[src/rtl/core/rrwd_pkg.sv]
// Shared types and constants for the round-robin worker dispatcher.
// Used by rrwd_ctrl, rrwd_dp and round_robin_worker_dispatcher; no dependencies.
package rrwd_pkg;

	// item action codes
	localparam logic [1:0] ACT_DISPATCH = 2'd0;
	localparam logic [1:0] ACT_ADD      = 2'd1;
	localparam logic [1:0] ACT_REMOVE   = 2'd2;

	// result status codes
	localparam logic [2:0] ST_DISPATCHED = 3'd0;
	localparam logic [2:0] ST_NO_WORKER  = 3'd1;
	localparam logic [2:0] ST_ADDED      = 3'd2;
	localparam logic [2:0] ST_FULL       = 3'd3;
	localparam logic [2:0] ST_REMOVED    = 3'd4;
	localparam logic [2:0] ST_NOT_FOUND  = 3'd5;

	// list read address select
	localparam logic [1:0] RD_PTR  = 2'd0;
	localparam logic [1:0] RD_IDX  = 2'd1;
	localparam logic [1:0] RD_IDX1 = 2'd2;

	typedef struct packed {
		logic       capture;   // latch an accepted item
		logic       rd_en;     // read list entry into rdata
		logic [1:0] rd_sel;
		logic       add_wr;    // append worker, bump count
		logic       sh_wr;     // write rdata one slot down, step index
		logic       idx_inc;
		logic       hit_save;  // remember matching slot
		logic       rm_fin;    // shrink count, fix pointer
		logic       dsp_fin;   // dispatch result, advance pointer
		logic       set_res;   // load status code with zero payload
		logic [2:0] res_code;
		logic       out_load;
	} cmd_t;

	typedef struct packed {
		logic [1:0] act;
		logic       count_zero;
		logic       full;
		logic       match;
		logic       idx_last;  // idx + 1 >= count
		logic       out_free;
	} sts_t;

endpackage

[src/rtl/core/rrwd_dp.sv]
// Datapath: item latch, worker list memory, count, round-robin pointer, result register.
// Depends on rrwd_pkg; driven by rrwd_ctrl through cmd_t, reports through sts_t.
module rrwd_dp #(
	parameter int MAX_WORKERS = 16
) (
	input  logic             clk,
	input  logic             arst_n,
	input  rrwd_pkg::cmd_t   cmd,
	output rrwd_pkg::sts_t   sts,
	input  logic [1:0]       action,
	input  logic [7:0]       worker_id,
	input  logic [15:0]      connection_id,
	output logic             out_valid,
	input  logic             out_ready,
	output logic [2:0]       status,
	output logic [7:0]       chosen_worker,
	output logic [15:0]      connection_out
);

	localparam int IW = (MAX_WORKERS > 1) ? $clog2(MAX_WORKERS) : 1;
	localparam int CW = $clog2(MAX_WORKERS + 1);
	localparam logic [CW-1:0] MaxCount = CW'(MAX_WORKERS);

	logic [7:0]    mem [MAX_WORKERS];
	logic [1:0]    act_q;
	logic [7:0]    id_q;
	logic [15:0]   conn_q;
	logic [7:0]    rdata_q;
	logic [IW-1:0] idx_q;
	logic [IW-1:0] hit_q;
	logic [CW-1:0] count_q;
	logic [IW-1:0] ptr_q;
	logic [2:0]    res_st_q;
	logic [7:0]    res_wk_q;
	logic [15:0]   res_conn_q;
	logic          out_valid_q;
	logic [2:0]    status_q;
	logic [7:0]    chosen_q;
	logic [15:0]   conn_out_q;

	logic [IW-1:0] rd_addr;
	logic [IW-1:0] idx_nxt;
	logic [CW-1:0] idx_plus1;
	logic [CW-1:0] ptr_plus1;
	logic [CW-1:0] count_dec;
	logic [IW-1:0] ptr_rm;

	assign idx_plus1 = CW'(idx_q) + CW'(1);
	assign idx_nxt   = idx_plus1[IW-1:0];
	assign ptr_plus1 = CW'(ptr_q) + CW'(1);
	assign count_dec = count_q - CW'(1);
	assign ptr_rm    = (ptr_q > hit_q) ? ptr_q - IW'(1) : ptr_q;

	always_comb begin
		unique case (cmd.rd_sel)
			rrwd_pkg::RD_PTR:  rd_addr = ptr_q;
			rrwd_pkg::RD_IDX:  rd_addr = idx_q;
			rrwd_pkg::RD_IDX1: rd_addr = idx_nxt;
			default:           rd_addr = idx_q;
		endcase
	end

	always_comb begin
		sts.act        = act_q;
		sts.count_zero = (count_q == '0);
		sts.full       = (count_q >= MaxCount);
		sts.match      = (rdata_q == id_q);
		sts.idx_last   = (idx_plus1 >= count_q);
		sts.out_free   = !out_valid_q || out_ready;
	end

	// list memory: one write port, one registered read port
	always_ff @(posedge clk) begin
		if (cmd.add_wr) begin
			mem[count_q[IW-1:0]] <= id_q;
		end else if (cmd.sh_wr) begin
			mem[idx_q] <= rdata_q;
		end
		if (cmd.rd_en) begin
			rdata_q <= mem[rd_addr];
		end
	end

	// item and result payload
	always_ff @(posedge clk) begin
		if (cmd.capture) begin
			act_q  <= action;
			id_q   <= worker_id;
			conn_q <= connection_id;
		end
		if (cmd.hit_save) begin
			hit_q <= idx_q;
		end
		if (cmd.dsp_fin) begin
			res_st_q   <= rrwd_pkg::ST_DISPATCHED;
			res_wk_q   <= rdata_q;
			res_conn_q <= conn_q;
		end else if (cmd.set_res) begin
			res_st_q   <= cmd.res_code;
			res_wk_q   <= '0;
			res_conn_q <= '0;
		end
		if (cmd.out_load) begin
			status_q   <= res_st_q;
			chosen_q   <= res_wk_q;
			conn_out_q <= res_conn_q;
		end
	end

	always_ff @(posedge clk or negedge arst_n) begin
		if (!arst_n) begin
			idx_q       <= '0;
			count_q     <= '0;
			ptr_q       <= '0;
			out_valid_q <= 1'b0;
		end else begin
			if (cmd.capture) begin
				idx_q <= '0;
			end else if (cmd.sh_wr || cmd.idx_inc) begin
				idx_q <= idx_nxt;
			end
			if (cmd.add_wr) begin
				count_q <= count_q + CW'(1);
			end else if (cmd.rm_fin) begin
				count_q <= count_dec;
			end
			if (cmd.dsp_fin) begin
				ptr_q <= (ptr_plus1 >= count_q) ? '0 : ptr_plus1[IW-1:0];
			end else if (cmd.rm_fin) begin
				// pointer left at the list end wraps to the front
				ptr_q <= (CW'(ptr_rm) >= count_dec) ? '0 : ptr_rm;
			end
			if (cmd.out_load) begin
				out_valid_q <= 1'b1;
			end else if (out_ready) begin
				out_valid_q <= 1'b0;
			end
		end
	end

	assign out_valid      = out_valid_q;
	assign status         = status_q;
	assign chosen_worker  = chosen_q;
	assign connection_out = conn_out_q;

endmodule

[src/rtl/core/rrwd_ctrl.sv]
// Controller state machine: decodes an item and sequences list search, shift and result.
// Depends on rrwd_pkg; talks to rrwd_dp only through cmd_t and sts_t.
module rrwd_ctrl (
	input  logic           clk,
	input  logic           arst_n,
	input  logic           in_valid,
	output logic           in_ready,
	input  rrwd_pkg::sts_t sts,
	output rrwd_pkg::cmd_t cmd
);

	localparam logic [3:0] S_IDLE     = 4'd0;
	localparam logic [3:0] S_DECODE   = 4'd1;
	localparam logic [3:0] S_DSP_FIN  = 4'd2;
	localparam logic [3:0] S_SRCH_RD  = 4'd3;
	localparam logic [3:0] S_SRCH_CMP = 4'd4;
	localparam logic [3:0] S_SH_RD    = 4'd5;
	localparam logic [3:0] S_SH_WR    = 4'd6;
	localparam logic [3:0] S_RM_FIN   = 4'd7;
	localparam logic [3:0] S_RESP     = 4'd8;

	logic [3:0] state_q;
	logic [3:0] state_nxt;

	assign in_ready = (state_q == S_IDLE);

	always_comb begin
		cmd       = '0;
		cmd.rd_sel = rrwd_pkg::RD_IDX;
		cmd.res_code = rrwd_pkg::ST_NO_WORKER;
		state_nxt = state_q;
		unique case (state_q)
			S_IDLE: begin
				if (in_valid) begin
					cmd.capture = 1'b1;
					state_nxt   = S_DECODE;
				end
			end
			S_DECODE: begin
				unique case (sts.act)
					rrwd_pkg::ACT_DISPATCH: begin
						if (sts.count_zero) begin
							cmd.set_res = 1'b1;
							state_nxt   = S_RESP;
						end else begin
							cmd.rd_en  = 1'b1;
							cmd.rd_sel = rrwd_pkg::RD_PTR;
							state_nxt  = S_DSP_FIN;
						end
					end
					rrwd_pkg::ACT_ADD: begin
						cmd.set_res = 1'b1;
						if (sts.full) begin
							cmd.res_code = rrwd_pkg::ST_FULL;
						end else begin
							cmd.add_wr   = 1'b1;
							cmd.res_code = rrwd_pkg::ST_ADDED;
						end
						state_nxt = S_RESP;
					end
					rrwd_pkg::ACT_REMOVE: begin
						if (sts.count_zero) begin
							cmd.set_res  = 1'b1;
							cmd.res_code = rrwd_pkg::ST_NOT_FOUND;
							state_nxt    = S_RESP;
						end else begin
							state_nxt = S_SRCH_RD;
						end
					end
					default: begin
						cmd.set_res = 1'b1;
						state_nxt   = S_RESP;
					end
				endcase
			end
			S_DSP_FIN: begin
				cmd.dsp_fin = 1'b1;
				state_nxt   = S_RESP;
			end
			S_SRCH_RD: begin
				cmd.rd_en  = 1'b1;
				cmd.rd_sel = rrwd_pkg::RD_IDX;
				state_nxt  = S_SRCH_CMP;
			end
			S_SRCH_CMP: begin
				if (sts.match) begin
					cmd.hit_save = 1'b1;
					state_nxt    = S_SH_RD;
				end else if (sts.idx_last) begin
					cmd.set_res  = 1'b1;
					cmd.res_code = rrwd_pkg::ST_NOT_FOUND;
					state_nxt    = S_RESP;
				end else begin
					cmd.idx_inc = 1'b1;
					state_nxt   = S_SRCH_RD;
				end
			end
			S_SH_RD: begin
				// close the gap one entry at a time
				if (sts.idx_last) begin
					state_nxt = S_RM_FIN;
				end else begin
					cmd.rd_en  = 1'b1;
					cmd.rd_sel = rrwd_pkg::RD_IDX1;
					state_nxt  = S_SH_WR;
				end
			end
			S_SH_WR: begin
				cmd.sh_wr = 1'b1;
				state_nxt = S_SH_RD;
			end
			S_RM_FIN: begin
				cmd.rm_fin   = 1'b1;
				cmd.set_res  = 1'b1;
				cmd.res_code = rrwd_pkg::ST_REMOVED;
				state_nxt    = S_RESP;
			end
			S_RESP: begin
				if (sts.out_free) begin
					cmd.out_load = 1'b1;
					state_nxt    = S_IDLE;
				end
			end
			default: begin
				state_nxt = S_IDLE;
			end
		endcase
	end

	always_ff @(posedge clk or negedge arst_n) begin
		if (!arst_n) begin
			state_q <= S_IDLE;
		end else begin
			state_q <= state_nxt;
		end
	end

endmodule

[src/rtl/core/round_robin_worker_dispatcher.sv]
// Round-robin worker dispatcher: keeps an ordered list of up to MAX_WORKERS worker ids in a
// register memory with one write port and one registered read port, and a round-robin pointer
// into it. An item is dispatch (hand connection_id to the worker at the pointer, then advance),
// add (append) or remove (delete first match and close the gap). One item is worked at a time;
// a result waits in an output register while the next item is taken. A result stalled at the
// output holds the controller in its response state. No clearing pass.
module round_robin_worker_dispatcher #(
	parameter int MAX_WORKERS = 16
) (
	input  logic        clk,
	input  logic        arst_n,
	input  logic        in_valid,
	output logic        in_ready,
	input  logic [1:0]  action,
	input  logic [7:0]  worker_id,
	input  logic [15:0] connection_id,
	output logic        out_valid,
	input  logic        out_ready,
	output logic [2:0]  status,
	output logic [7:0]  chosen_worker,
	output logic [15:0] connection_out
);

	rrwd_pkg::cmd_t cmd;
	rrwd_pkg::sts_t sts;

	rrwd_ctrl u_ctrl (
		.clk      (clk),
		.arst_n   (arst_n),
		.in_valid (in_valid),
		.in_ready (in_ready),
		.sts      (sts),
		.cmd      (cmd)
	);

	rrwd_dp #(
		.MAX_WORKERS (MAX_WORKERS)
	) u_dp (
		.clk            (clk),
		.arst_n         (arst_n),
		.cmd            (cmd),
		.sts            (sts),
		.action         (action),
		.worker_id      (worker_id),
		.connection_id  (connection_id),
		.out_valid      (out_valid),
		.out_ready      (out_ready),
		.status         (status),
		.chosen_worker  (chosen_worker),
		.connection_out (connection_out)
	);

endmodule

[config.mk]
export PLATFORM = sky130hd
export DESIGN_NAME = round_robin_worker_dispatcher
export DESIGN_NICKNAME = d
export VERILOG_FILES = /design/src/rtl/core/rrwd_pkg.sv /design/src/rtl/core/rrwd_dp.sv /design/src/rtl/core/rrwd_ctrl.sv /design/src/rtl/core/round_robin_worker_dispatcher.sv
export SDC_FILE = /design/constraint.sdc
export NUM_CORES = 1
export LEC_CHECK = 0
export ABC_CLOCK_PERIOD_IN_PS = 4400
export BUFFER_PORTS_ARGS = -buffer_cell sky130_fd_sc_hd__buf_2
export CORE_ASPECT_RATIO = 1.4
export CORE_MARGIN = 10
export CORE_UTILIZATION = 50
export DETAILED_ROUTE_END_ITERATION = 8
export HOLD_SLACK_MARGIN = 0.05
export PLACE_DENSITY_LB_ADDON = 0.25
export REMOVE_ABC_BUFFERS = 1
export SYNTH_ARGS = -nofsm -noshare
export SYNTH_HDL_FRONTEND = slang
export SYNTH_SLANG_ARGS = --single-unit
[constraint.sdc]
create_clock -name clk -period 4.4 [get_ports clk]
set_input_delay 0.44 -clock clk [delete_from_list [all_inputs] [get_ports clk]]
set_output_delay 0.44 -clock clk [all_outputs]
set_load 0.02 [all_outputs]
=== After elaboration in Yosys (flattened, before gate mapping) ===
Memories as Yosys holds them, arrays and structs flattened. A register that Yosys moved wholly into a read port is not among the register bits.
Cells that the tools add are included.

* Add/sub/neg operators: 5
* Multipliers: 0
* Div/mod/pow operators: 0
* Order comparisons: 5
* Equality and inequality tests: 14
* Shift operators: 0
* Multiplexer cells: 59
* Bitwise logic cells: 0
* Reductions and logical operators: 15

{| class="wikitable"
|+ Operators by type and width
! operator !! count
|-
| $mux W4 || 17
|-
| $mux W16 || 2
|-
| $pmux W4 S8 || 1
|-
| $mux W1 || 24
|-
| $mux W8 || 3
|-
| $eq A4 B3 Y1 const B || 4
|-
| $pmux W4 S2 || 2
|-
| $pmux W4 S3 || 1
|-
| $add A4 B1 Y5 const B || 2
|-
| $ge A5 B5 Y1 || 2
|-
| $mux W5 || 2
|-
| $reduce_bool A2 Y1 || 5
|-
| $mux W3 || 3
|-
| $pmux W3 S3 || 1
|-
| $eq A4 B2 Y1 const B || 2
|-
| $eq A8 B8 Y1 || 1
|-
| $reduce_or A8 Y1 || 1
|-
| $pmux W3 S2 || 1
|-
| $add A5 B1 Y5 const B || 1
|-
| $ge A4 B5 Y1 || 1
|-
| $ge A5 B5 Y1 const B || 1
|-
| $logic_not A5 Y1 || 1
|-
| $sub A5 B1 Y5 const B || 1
|-
| $eq A2 B2 Y1 const B || 2
|-
| 14 further kinds || 17
|}

* Register bits: 102
* Bits in latches: 0
* Memory bits (writable): 128
* ROM bits: 0
* Bits of input ports: 30
* Output and inout port bits: 29
* Logic and storage cells: 114
* Memories: 1

{| class="wikitable"
|+ Memory list
! name !! depth !! bits a word !! read ports !! clocked after Yosys merged registers in !! write ports !! line !! RTL
|-
| u_dp.mem || 16 || 8 || 1 || 1 || 1 || rrwd_dp.sv:24 || <nowiki>logic [7:0] mem [MAX_WORKERS];</nowiki>
|}

=== Logic depth before layout (Yosys ltp) ===
* Depth in word-level cells: 8
* Gate-level depth with buffers: 16
* Depth with buffers taken out: 16

=== Modules after synthesis ===
From an unflattened synthesis, not the netlist that was laid out.

* Cells, all modules: 676
* Area, all modules: 10447.5 um^2

{| class="wikitable"
|+ Modules (own cells, without submodules)
! module !! instances !! cells an instance !! area an instance (um^2) !! seq. area each (um^2)
|-
| rrwd_dp || 1 || 609 || 9880.7 || 6926.6
|-
| rrwd_ctrl || 1 || 67 || 566.8 || 100.1
|}

=== Worst setup path after synthesis ===
OpenSTA, ideal clock, no wires.

* Path kind: register to register
* From: register u_dp.idx_q[2]
* To: register u_dp.res_conn_q[0] (enable)
* Library setup time: 0.425 ns
* Arrival time: 2.718 ns
* Data required time: 3.975 ns
* Path slack: 1.257 ns
* Cell stages (with the launch flop): 11
* Buffers on the path: 1
* Clock period less this slack: 3.143 ns
* Cell sequence: dfrtp_1 -> clkbuf_1 -> nand3_1 -> xnor2_1 -> ha_1 -> a211oi_1 -> o21ai_0 -> a21oi_1 -> o21ai_0 -> a21oi_1 -> nand2_1

* Longest elaborated chain between the ends: 6

{| class="wikitable"
|+ RTL lines
! element !! line !! RTL
|-
| start, declared || rrwd_dp.sv:29 || <nowiki>logic [IW-1:0] idx_q;</nowiki>
|-
| start signal, assigned || rrwd_dp.sv:120 || <nowiki>idx_q <= idx_nxt;</nowiki>
|-
| $add A4 B1 Y5 || rrwd_dp.sv:48 || <nowiki>assign idx_plus1 = CW'(idx_q) + CW'(1);</nowiki>
|-
| $ge A5 B5 Y1 || rrwd_dp.sv:68 || <nowiki>sts.idx_last = (idx_plus1 >= count_q);</nowiki>
|-
| $mux W4 || rrwd_ctrl.sv:89 || <nowiki>end else if (sts.idx_last) begin</nowiki>
|-
| $mux W4 || rrwd_ctrl.sv:86 || <nowiki>if (sts.match) begin</nowiki>
|-
| $pmux W4 S3 || rrwd_ctrl.sv:32 || <nowiki>unique case (state_q)</nowiki>
|-
| $reduce_bool A2 Y1 (no line) || - ||
|-
| end signal, assigned || rrwd_dp.sv:97 || <nowiki>res_conn_q <= conn_q;</nowiki>
|-
| end, declared || rrwd_dp.sv:35 || <nowiki>logic [15:0] res_conn_q;</nowiki>
|}

Every way passes these cells.
A chain may end at the register's enable or synchronous reset.

=== Final worst setup path ===
* From: register u_dp.idx_q[0]
* To: register u_dp.rdata_q[4] (read register of u_dp.mem) (data pin)

* Longest elaborated chain between the ends: 6
* Elaborated cells on any way between the ends: 7
* Those cells by class: add/sub: 1; order compare: 1; eq/ne: 1; mux: 3; reduce/logical: 1

{| class="wikitable"
|+ RTL lines
! element !! line !! RTL
|-
| $add A4 B1 Y5 || rrwd_dp.sv:48 ||
|-
| $ge A5 B5 Y1 || rrwd_dp.sv:68 ||
|-
| $mux W3 || rrwd_ctrl.sv:100 || <nowiki>if (sts.idx_last) begin</nowiki>
|-
| $pmux W3 S3 || rrwd_ctrl.sv:32 ||
|-
| $eq A2 B2 Y1 or $logic_not A2 Y1 (tied branches) || rrwd_dp.sv:55 || <nowiki>unique case (cmd.rd_sel)</nowiki>
|-
| $pmux W4 S2 || rrwd_dp.sv:55 ||
|-
| end, declared || rrwd_dp.sv:28 || <nowiki>logic [7:0] rdata_q;</nowiki>
|}

Several ways; a longest one is shown, not always the timed one.

==> impl_metrics.csv <==
group,metric,value,unit
status,status,"complete, no violations",
synth,yosys_warnings,0,
route,drt_iter0_drc,411,
critical_path,reg2reg_to,"u_dp.rdata_q[4]",
power_and_ir_drop,powerDensity,597,nW/um2
die,io_pins,59,
timing,hold_violations,0,
critical_path,ff2ff_path_depth,12,
route,routed_wl,21.9,mm
die,die_w,141,um
critical_path,cp_max_fo,56,
cts,cts_sinks,238,
die,die_h,189,um
final_layout,drive_above_1_share,16.0,%
cts,htree_num_levels,1,
synth,synth_seq_area_share,68.7,%
critical_path,path_cells,"ha_1, xor2_1, ha_1, a211oi_1, o21ai_0, a21boi_1, o211a_1, buf_4, a21oi_1, a22oi_1, a22oi_1, o311ai_1",
critical_path,crit_required,4.72,ns
timing,slew_violations,0,
route,first_pass_iters,5,
synth,syn_inst,739,
cts,cts_resized,0,
place,dp_hpwl,14.8,mm
power_and_ir_drop,p_total,6.85,mW
cts,cts_buffers,24,
final_layout,area_growth,12.3,%
critical_path,crit_slowest_cell,"dfrtp_1",
route,vias,6253,
place,dpl_worst_slack,0.439,ns
critical_path,crit_path_max_incr_delay,0.55,ns
critical_path,worstSetupPathType,"reg2reg",
global_routing,grt_max_degree,65,
critical_path,rrSetupSlack,0.35,ns
worst_hold_path,min_path_cells,1,
synth,yosysUniqueCellTypes,59,
cts,cts-root-buf,"clkbuf_16",
synth,syn_area,10200,um2
timing,fin_skew,0.00860,ns
cts,clockBufferDepth,3,
final_layout,final_common_cell,"edfxtp_1",
timing,worst_pin_slew,1.34,ns
timing,fin_crit_sh,92.1,%
critical_path,crit_cells,12,
critical_path,r2r-start,"u_dp.idx_q[0]",
die,placementRows,61,
critical_path,cp_top_family,"compound AO/OA/AOI/OAI gates",
place,gp_congestion,0.868,
timing,fmaxAchievable,247,MHz
route,wire_per_inst,20.6,um
die,core_area,20000,um2
synth,synth_edf_count,217,
final_layout,fin_area,11500,um2
timing,rsz0062_at_grt,"no",
global_routing,grt-ovfl-total,0,
timing,tns,0,ns
worst_hold_path,hold_class,"in2reg",
worst_hold_path,hold-path-endpoint,"u_dp.conn_q[3]",
final_layout,nets,852,
synth,synthArstFlopShare,7.56,%
global_routing,grt_pass1_vias,6387,
global_routing,grt_first_pass_wirelength,34.8,mm
global_routing,grt_use_total,16.1,%
power_and_ir_drop,p_leak,4.39,nW
cts,cts_setup_buffers,0,
critical_path,end_kind,"flip-flop",
timing,max_slew_margin,10.9,%
cts,clkTransAtPathRegs,0.06,ns
power_and_ir_drop,vdd_ir_drop_max,385,uV
synth,ys_ff_latch,238,
route,drc,0,
global_routing,antenna_found_initial,0,
die,die_area,26600,um2
route,viasPerCell,5.87,
flow_run,cap_violations,0,
die,start_util,51.1,%
worst_hold_path,worstHoldStart,"connection_id[3]",
critical_path,path_buf_inv,1,
cts,cts_tree,"built",
route,antenna_left,0,
critical_path,start_kind,"flip-flop",
cts,clock_latency,0.52,ns
timing,finalSetupViolations,0,
timing,min_period,4.05,ns
synth,avgSynthCellArea,13.8,um2
final_layout,n_antenna_cell,0,
place,post_dp_cell_area,10700,um2
timing,setup_ws,0.347,ns
place,io_buffers,58,
final_layout,layout_common_cells,"edfxtp_1, nand2_1, a21oi_1",
synth,ys.flop_type,"edfxtp_1",
critical_path,cp.arrival,4.37,ns
==> report_power, final <==
| part | internal (mW) | switching (mW) | leakage, nW | total [mW] |
|---|---|---|---|---|
| combinational | 0.616 | 1.12 | 1.76 | 1.74 |
| sequential | 2.95 | 0.194 | 2.25 | 3.14 |
| clock | 1.13 | 0.844 | 0.374 | 1.97 |
==> stage by stage <==
stage	cells	utilization, %	hold slack, ns
global route	1065	57.4	0.0771
global placement	1020	53.5	0.401
floorplan	699	-	0.144
detailed placement	1020	53.5	0.405
CTS	1065	57.4	0.0741
finish	1065	57.4	0.0886
==> area by class of cell <==
| cell class | instances | area (um2) |
|---|---|---|
| clock buffer | 28 | 616 |
| clock inverter | 16 | 146 |
| fill | 1604 | 8520 |
| inverter | 17 | 63.8 |
| multi-input combinational | 444 | 2920 |
| sequential | 238 | 7030 |
| tap | 252 | 315 |
| timing repair buffer | 70 | 395 |
==> what timing repair did <==
item,CTS,global route
hold buffers,1,0
endpoints found under the setup margin,0,0
hold endpoints to repair,18,0
==> cell usage after synthesis (all sizes together) (2+ instances only) <==
| cell type | instances | area share [%] |
|---|---|---|
| a211oi | 3 | 0.22 |
| a21boi | 9 | 0.66 |
| a21o | 4 | 0.29 |
| a21oi | 66 | 3.5 |
| a221o | 9 | 0.88 |
| a22oi | 27 | 2.0 |
| a311oi | 2 | 0.23 |
| a31oi | 7 | 0.43 |
| a32oi | 3 | 0.26 |
| and3 | 31 | 1.9 |
| buf | 20 | 1.5 |
| clkbuf | 20 | 0.73 |
| dfrtp | 18 | 4.4 |
| dfxtp | 3 | 0.59 |
| edfxtp | 217 | 64 |
| ha | 27 | 3.3 |
| inv | 17 | 0.62 |
| mux2 | 8 | 0.88 |
| mux2i | 13 | 1.3 |
| nand2 | 82 | 3.0 |
| nand2b | 9 | 0.58 |
| nand3 | 8 | 0.51 |
| nand4 | 3 | 0.18 |
| nor2 | 36 | 1.3 |
| nor2b | 9 | 0.55 |
| nor3 | 12 | 0.59 |
| nor4 | 5 | 0.31 |
| nor4b | 2 | 0.23 |
| o211ai | 3 | 0.27 |
| o21a | 5 | 0.37 |
| o21ai | 15 | 0.73 |
| o311ai | 8 | 0.69 |
| or3 | 3 | 0.18 |
| or4b | 2 | 0.23 |
| xnor2 | 11 | 0.94 |
| xor2 | 11 | 0.94 |
==> state kept, by name, summed over array words and instances, names as in the netlist <==
name                 cells
u_dp.mem               128
u_dp.conn_q             16
u_dp.connection_out     16
u_dp.res_conn_q         16
u_dp.chosen_worker       8
u_dp.id_q                8
u_dp.rdata_q             8
u_dp.res_wk_q            8
u_dp.count_q             5
u_ctrl.state_q           4
u_dp.hit_q               4
u_dp.idx_q               4
u_dp.ptr_q               4
u_dp.res_st_q            3
u_dp.status              3
u_dp.act_q               2
u_dp.out_valid           1
==> per-layer routing <==
layer,up-vias,track usage (%),routed length (um)
met5,-,0,0
met4,0,5.41,587
met3,44,2.55,1110
met2,198,29.4,11600
met1,3093,18.5,8600
li1,2918,-,-
==> logic make-up (layout without fill, tap and decap cells) <==
logic type | Yosys count | in the layout | share of synthesized area, %
multiplexers | 21 | 21 | 2.15
buffers and inverters | 57 | 131 | 2.84
AND/OR/NAND/NOR | 204 | 204 | 9.73
AO/OA/AOI/OAI | 170 | 170 | 11.3
adder cells (fa/ha/maj) | 27 | 27 | 3.31
flip-flops | 238 | 238 | 68.7
XOR/XNOR | 22 | 22 | 1.89
==> worst max-delay path by stage <==
stage                   from         endpoint  slack (ns)
6_report       u_dp.idx_q[0]  u_dp.rdata_q[4]        0.35
5_1_grt        u_dp.idx_q[0]  u_dp.rdata_q[4]        0.05
4_1_cts        u_dp.idx_q[0]  u_dp.rdata_q[4]        0.41
3_5_place_dp   u_dp.idx_q[0]  u_dp.rdata_q[4]        0.44
3_3_place_gp   u_dp.idx_q[0]  u_dp.rdata_q[1]        0.71
2_1_floorplan  u_dp.idx_q[0]  u_dp.rdata_q[6]        0.57
No activity file was read; power rests on OpenSTA's default activity.
